## src/hdl/rpn_pkg.sv

```systemverilog
// ----------------------------------------------------------------------------
// rpn_pkg
// Shared types and constants of the postfix stack calculator.
// ----------------------------------------------------------------------------
`default_nettype none
package rpn_pkg;
   localparam int STACK_DEPTH_DEF = 128;
   localparam int DATA_W = 32;
   localparam int CMD_W = 3;

   localparam logic [CMD_W-1:0] CMD_PUSH = 3'd0;
   localparam logic [CMD_W-1:0] CMD_ADD  = 3'd1;
   localparam logic [CMD_W-1:0] CMD_SUB  = 3'd2;
   localparam logic [CMD_W-1:0] CMD_MUL  = 3'd3;
   localparam logic [CMD_W-1:0] CMD_DIV  = 3'd4;
   localparam logic [CMD_W-1:0] CMD_MOD  = 3'd5;

   typedef struct packed {
      logic       start;
      logic [47:0] dividend;
      logic [31:0] divisor;
   } div_req_type;

   typedef struct packed {
      logic        done;
      logic [47:0] quotient;
      logic [31:0] remainder;
   } div_rsp_type;

   function automatic logic [DATA_W-1:0] sat_mag(input logic neg, input logic [63:0] mag);
      logic [DATA_W-1:0] r;
      if (!neg) begin
         r = (mag > 64'h7FFF_FFFF) ? 32'h7FFF_FFFF : mag[31:0];
      end else if (mag >= 64'h8000_0000) begin
         r = 32'h8000_0000;
      end else begin
         r = 32'(-mag[31:0]);
      end
      return r;
   endfunction
endpackage
`default_nettype wire

```

## src/hdl/rpn_divider.sv

```systemverilog
// ----------------------------------------------------------------------------
// rpn_divider
// Restoring unsigned divider, 48-bit dividend by 32-bit divisor, one bit a cycle.
// ----------------------------------------------------------------------------
`default_nettype none
module rpn_divider (
   input  wire logic                 clock,
   input  wire logic                 reset,
   input  wire rpn_pkg::div_req_type div_req,
   output rpn_pkg::div_rsp_type      div_rsp
);
   import rpn_pkg::*;

   logic        busy_ff, busy_in;
   logic [5:0]  cnt_ff, cnt_in;
   logic [47:0] quo_ff, quo_in;
   logic [31:0] rem_ff, rem_in;
   logic [31:0] dvs_ff, dvs_in;
   logic        done_ff, done_in;
   logic [32:0] trial;

   always_comb begin
      busy_in = busy_ff;
      cnt_in  = cnt_ff;
      quo_in  = quo_ff;
      rem_in  = rem_ff;
      dvs_in  = dvs_ff;
      done_in = 1'b0;
      trial   = {rem_ff, quo_ff[47]} - {1'b0, dvs_ff};
      if (div_req.start) begin
         busy_in = 1'b1;
         cnt_in  = 6'd0;
         quo_in  = div_req.dividend;
         rem_in  = '0;
         dvs_in  = div_req.divisor;
      end else if (busy_ff) begin
         if (!trial[32]) begin
            rem_in = trial[31:0];
            quo_in = {quo_ff[46:0], 1'b1};
         end else begin
            rem_in = {rem_ff[30:0], quo_ff[47]};
            quo_in = {quo_ff[46:0], 1'b0};
         end
         cnt_in = cnt_ff + 6'd1;
         if (cnt_ff == 6'd47) begin
            busy_in = 1'b0;
            done_in = 1'b1;
         end
      end
   end

   always_ff @(posedge clock) begin
      if (reset) begin
         busy_ff <= 1'b0;
         done_ff <= 1'b0;
         cnt_ff  <= '0;
      end else begin
         busy_ff <= busy_in;
         done_ff <= done_in;
         cnt_ff  <= cnt_in;
      end
      quo_ff <= quo_in;
      rem_ff <= rem_in;
      dvs_ff <= dvs_in;
   end

   assign div_rsp.done      = done_ff;
   assign div_rsp.quotient  = quo_ff;
   assign div_rsp.remainder = rem_ff;
endmodule
`default_nettype wire

```

## config.mk

```make
export PLATFORM = sky130hd
export DESIGN_NAME = rpn_divider
export DESIGN_NICKNAME = d
export VERILOG_FILES = /design/src/hdl/rpn_pkg.sv /design/src/hdl/rpn_divider.sv
export SDC_FILE = /design/constraint.sdc
export NUM_CORES = 1
export LEC_CHECK = 0
export ABC_AREA = 1
export BUFFER_PORTS_ARGS = -buffer_cell sky130_fd_sc_hd__buf_4
export CORE_ASPECT_RATIO = 1.75
export CORE_MARGIN = 1.5
export CORE_UTILIZATION = 39
export DETAILED_ROUTE_END_ITERATION = 8
export GPL_ROUTABILITY_DRIVEN = 0
export HOLD_SLACK_MARGIN = 0.08
export PLACE_DENSITY = 0.64
export SYNTH_ARGS = -nofsm -noshare
export SYNTH_HDL_FRONTEND = slang
export SYNTH_SLANG_ARGS = --single-unit
```

## constraint.sdc

```tcl
create_clock -name clock -period 5.6 [get_ports clock]
set_input_delay 0.28 -clock clock [delete_from_list [all_inputs] [get_ports clock]]
set_output_delay 0.28 -clock clock [all_outputs]
set_load 0.02 [all_outputs]
```

# After elaboration in Yosys (flattened, before gate mapping)
# Index checks and enable logic that the tools add are counted.
[totals]
regBits = 120
in_bits = 83
out_inout_bits = 81
wordCells = 21
[classes]
n_addsub = 2
eq_ne = 1
mux = 8
bitwise = 1
n_reduce_logical = 3
[op_table]
columns = ["op", "count"]
rows = [
  ["$mux 48", 2],
  ["$sub 33x32->33", 1],
  ["$mux 32", 1],
  ["$add 6x1->6 const B", 1],
  ["$eq 6x6->1 const B", 1],
  ["$mux 1", 5],
  ["$reduce_or 3->1", 1],
  ["$reduce_bool 2->1", 1],
  ["$reduce_or 2->1", 1],
  ["$not 1->1", 1],
]

# Logic depth before layout (Yosys ltp)
[depth]
depth_word = 4
depth_mapped = 18

# Least setup slack after synthesis
# OpenSTA, ideal clock, no wires.
[synth_timing]
kind = "reg2reg"
startpoint = "register quo_ff[47]"
endpoint = "register quo_ff[0] (data pin)"
t_arrival_ns = 2.142
required_ns = 5.334
setup_slack_ns = 3.193
path_stages_with_launch = 17
path_buffers = 1
path_cell_list = "edfxtp_1 -> inv_1 -> ha_1 -> fa_1 -> inv_1 -> nand2_1 -> nand2_1 -> nand3_1 -> nand2_1 -> nand2_1 -> nand2_2 -> nand2_2 -> nand2_2 -> nand2_2 -> nand2_4 -> buf_4 -> o21ai_1"
[synth_via]
elab_chain_len = 4
[synth_rtl]
columns = ["item", "line", "rtl"]
rows = [
  ["from (decl)", "rpn_divider.sv:16", "logic [47:0] quo_ff, quo_in;"],
  ["from (signal assigned)", "rpn_divider.sv:62", "quo_ff <= quo_in;"],
  ["$sub 33x32->33", "rpn_divider.sv:29", "trial = {rem_ff, quo_ff[47]} - {1'b0, dvs_ff};"],
  ["$mux 1", "rpn_divider.sv:37", "if (!trial[32]) begin"],
  ["$mux 48", "rpn_divider.sv:36", "end else if (busy_ff) begin"],
  ["$mux 48", "rpn_divider.sv:30", "if (div_req.start) begin"],
  ["net quo_in[0]", "rpn_divider.sv:16", ""],
]
# The timed path passes the listed nets, and every way through them passes these cells. The select of a mux whose other input is x is not followed.
# A chain may end at the register's enable or synchronous reset.

# Worst setup path in the final report
# Ends and elaborated chain as after synthesis.

==> results.tsv <==
stage	metric	value	unit
power_and_ir_drop	Flop pwr share	41.1	%
setup_path	worst stage delay on the critical path	0.41	ns
global_route	GRT Total Usage	22.1	%
detailed_routing	Via density	4.54	
setup_path	r2r endpoint	quo_ff[0]$_DFFE_PP_	
power_and_ir_drop	PwrDens	257	nW/um^2
synthesis	top cell type's share of synthesized area	31.8	%
sta	final worst setup slack	3.01	ns
detailed_routing	WL met3	1230	um
global_route	first-pass GRT wire length	34200	um
detailed_routing	highest layer used for signal routing	met4	
power_and_ir_drop	internal power	1.91	mW
sta	Slew headroom	31.4	%
clocking	CTS root buffer	clkbuf_16	
synthesis	synth unique cells	33	
clocking	# H-tree levels	4	
placed_design	DP HPWL	15600	um
synthesis	EDFF count, synth	80	
sta	Finish-stage setup viols	0	
detailed_routing	antenna viol nets, final	0	
setup_path	critical path data required time	5.75	ns
global_route	largest net degree at the start of global routing	87	
detailed_routing	WL final	20800	um
placed_design	pre-CTS WS	3.01	ns
outcome	status	complete, no violations	
placed_design	Buffers on Ports	163	
clocking	Clock Latency Late Sink	0.43	ns
synthesis	Netlist Area Pre-Place	7560	sq um
synthesis	syn avg cell area	6.81	sq um
synthesis	Top FF cell, synth	edfxtp_1	
power_and_ir_drop	total power after layout	2.55	mW
synthesis	fraction of the yosys area taken by sequential cells	42.4	%
setup_path	CP endpoint kind	flip-flop	
final_layout	Cell Count, Final, Fillers Out	1557	
final_layout	Fill cells	1908	
worst_hold_path	type of the most critical hold path	in -> reg	
synthesis	synth cell count leaders	nand2_1 (522), inv_1 (211), edfxtp_1 (80), nand3_1 (56), nor2_1 (50)	
sta	Period minus WS final	2.59	ns
detailed_routing	wire length per cell	13.4	um
global_route	vias in the first global route	7218	
power_and_ir_drop	clock group share of total power	44.9	%
clocking	Inserted Clock Buffers	17	
final_layout	footprint of the multi-input gates	3430	sq um
clocking	Clk pin slew, worst setup/hold paths	0.05	ns
sta	crit share post-route	46.2	%
floorplan	Initial Utilization	39.6	%
sta	Achievable Freq	386	MHz
global_route	total grt overflow	0	
clocking	clk sinks	120	
setup_path	RR Startpoint	quo_ff[47]$_DFFE_PP_	
detailed_routing	Remaining DRCs	0	
final_layout	final design utilization	51.9	%
final_layout	Seq. cell area	3200	sq um
detailed_routing	DRT iter0 DRCs	260	
setup_path	crit path from	quo_ff[47]$_DFFE_PP_	
sta	Worst-Margin Slew	1.03	ns
final_layout	Nets	1420	
setup_path	CP Launch Type	flip-flop	
placed_design	area post-placement	9000	sq um
detailed_routing	length of routed wiring on met1	7570	um
power_and_ir_drop	peak supply drop	227	uV
synthesis	ys async rst share	0	%
floorplan	FP Rows	67	
final_layout	fin area	9930	sq um
sta	RSZ-0062 raised after global routing	no	
floorplan	die area	20300	sq um
clocking	CTS tree	built	
floorplan	Die H	187	um
detailed_routing	drt pass-1 iters	5	
floorplan	Core ar.	19100	sq um
setup_path	Worst R2R Setup Slack	3.01	ns
synthesis	post-synth top area cell	edfxtp_1	
synthesis	ranking of synthesized cells by area	edfxtp_1 (32%), nand2_1 (26%), dfxtp_1 (11%)	
setup_path	CP Max Fanout	33	
job	max-cap violations	0	
power_and_ir_drop	Combinational Power Share	14.0	%
clocking	Post-CTS Setup Bufs	0	
synthesis	Yosys Warn Count	0	
synthesis	synthesized net count	1227	
sta	clk_skew	0.0133	ns
final_layout	Ant. Diodes	0	
setup_path	Crit Path Class	reg -> reg	
global_route	initial antenna violation count	0	
setup_path	end of the critical path	quo_ff[0]$_DFFE_PP_	
floorplan	die width	108	um
final_layout	Area Overhead vs Synth	31.3	%
setup_path	CP Cell Sequence	inv_1, ha_1, fa_1, inv_1, nand2_1, nand2_1, nand3_1, nand2_1, nand2_1, nand2_2, nand2_2, nand2_2, nand2_2, nand2_4, o21ai_1	
sta	total negative slack	0	ns
synthesis	Post-Synthesis Cells	1110	
sta	Min Hold Slack	0.110	ns
power_and_ir_drop	sw frac	25.0	%
synthesis	most common cell in the netlist	nand2_1	
final_layout	share of layout cells above drive strength 1	16.3	%
placed_design	placed insts	1493	
power_and_ir_drop	LEAKAGE	5.41	nW
sta	Slew Limit Fails	0	
clocking	CTS Buffer Depth	2	
setup_path	worst reg2reg path depth	15	
setup_path	Arr. time, crit path	2.74	ns
synthesis	Synth Register Bits	120	
sta	final hold vios	0	
setup_path	slowest library cell on the worst path	fa_1	
power_and_ir_drop	Sw Pwr	0.635	mW
detailed_routing	total number of vias	7062	
detailed_routing	met2 routed WL	11100	um
floorplan	Ports	164	
==> how the worst min path moves through the flow <==
stage,startpoint,to,depth (start not counted)
2_1_floorplan,div_req[0],dvs_ff[0]$_DFFE_PP_,0
3_3_place_gp,cnt_ff[5]$_SDFFE_PP0P_,cnt_ff[5]$_SDFFE_PP0P_,2
3_5_place_dp,div_req[22],dvs_ff[22]$_DFFE_PP_,1
4_1_cts,reset,busy_ff$_SDFF_PP0_,4
5_1_grt,div_req[52],quo_ff[20]$_DFFE_PP_,3
6_report,reset,busy_ff$_SDFF_PP0_,4
==> cell families (layout without fill, tap and decap cells) <==
family / Yosys count / in the layout / share of synthesized area (%)
compound gates: 34 / 34 / 2.33
xor+xnor: 15 / 15 / 1.74
fa+ha+maj: 34 / 34 / 5.72
buf+inv: 242 / 448 / 12.4
simple gates: 665 / 665 / 35.4
flops: 120 / 120 / 42.4
==> power by group through the flow <==
| stage | registers [mW] | clock network (mW) | logic [mW] |
|---|---|---|---|
| finish | 1.05 | 1.14 | 0.356 |
| global route | 1.05 | 1.21 | 0.395 |
| CTS | 1.05 | 1.17 | 0.361 |
| detailed placement | 1.06 | 0 | 0.343 |
| global placement | 1.06 | 0 | 0.341 |
| floorplan | 1.10 | 0 | 0.146 |
==> state kept, by name, summed over array words and instances, names as in the netlist <==
signal	cells
rem_ff	32
busy_ff	1
dvs_ff	32
quo_ff	48
cnt_ff	6
done_ff	1
==> placed cells by master (no fill, tap or decap), drive strengths merged <==
cell / instances
a21o: 1
a21oi: 21
a31oi: 1
and2: 5
buf: 165
bufinv: 3
clkbuf: 25
clkinv: 4
clkinvlp: 1
dfxtp: 40
dlygate4sd3: 32
edfxtp: 80
fa: 1
ha: 33
inv: 218
nand2: 530
nand3: 57
nand3b: 2
nand4: 5
nor2: 52
nor3: 11
nor3b: 2
o21ai: 10
o21bai: 1
or2: 1
xnor2: 13
xor2: 2
==> routing by layer <==
metal  track usage [%]  vias to the layer above
met5                 0                        -
met4              12.1                        0
met3              6.06                       52
met2              40.7                      205
met1              21.5                     3072
li1                  -                     3733
==> critical path, delay by kind of cell (launching register included) <==
kind / cells / cell delay (ns)
AO/OA/AOI/OAI: 1 / 0.10
adder cells (fa/ha/maj): 2 / 0.63
buffers and inverters: 2 / 0.14
flip-flops: 1 / 0.34
AND/OR/NAND/NOR: 10 / 1.08
==> layout make-up <==
type,count,area share [%]
Tap cell,241,3.04
Clock buffer,25,4.99
Clock inverter,7,1.17
Sequential cell,120,32.3
Inverter,219,8.28
Timing Repair Buffer,197,15.7
Multi-Input combinational cell,748,34.6
==> what timing repair did <==
| action | in CTS | in global routing |
|---|---|---|
| gates resized for setup | 0 | 0 |
| hold endpoints to repair | 32 | 0 |
| hold buffers | 32 | 0 |
(Power assumes the default switching activity.)
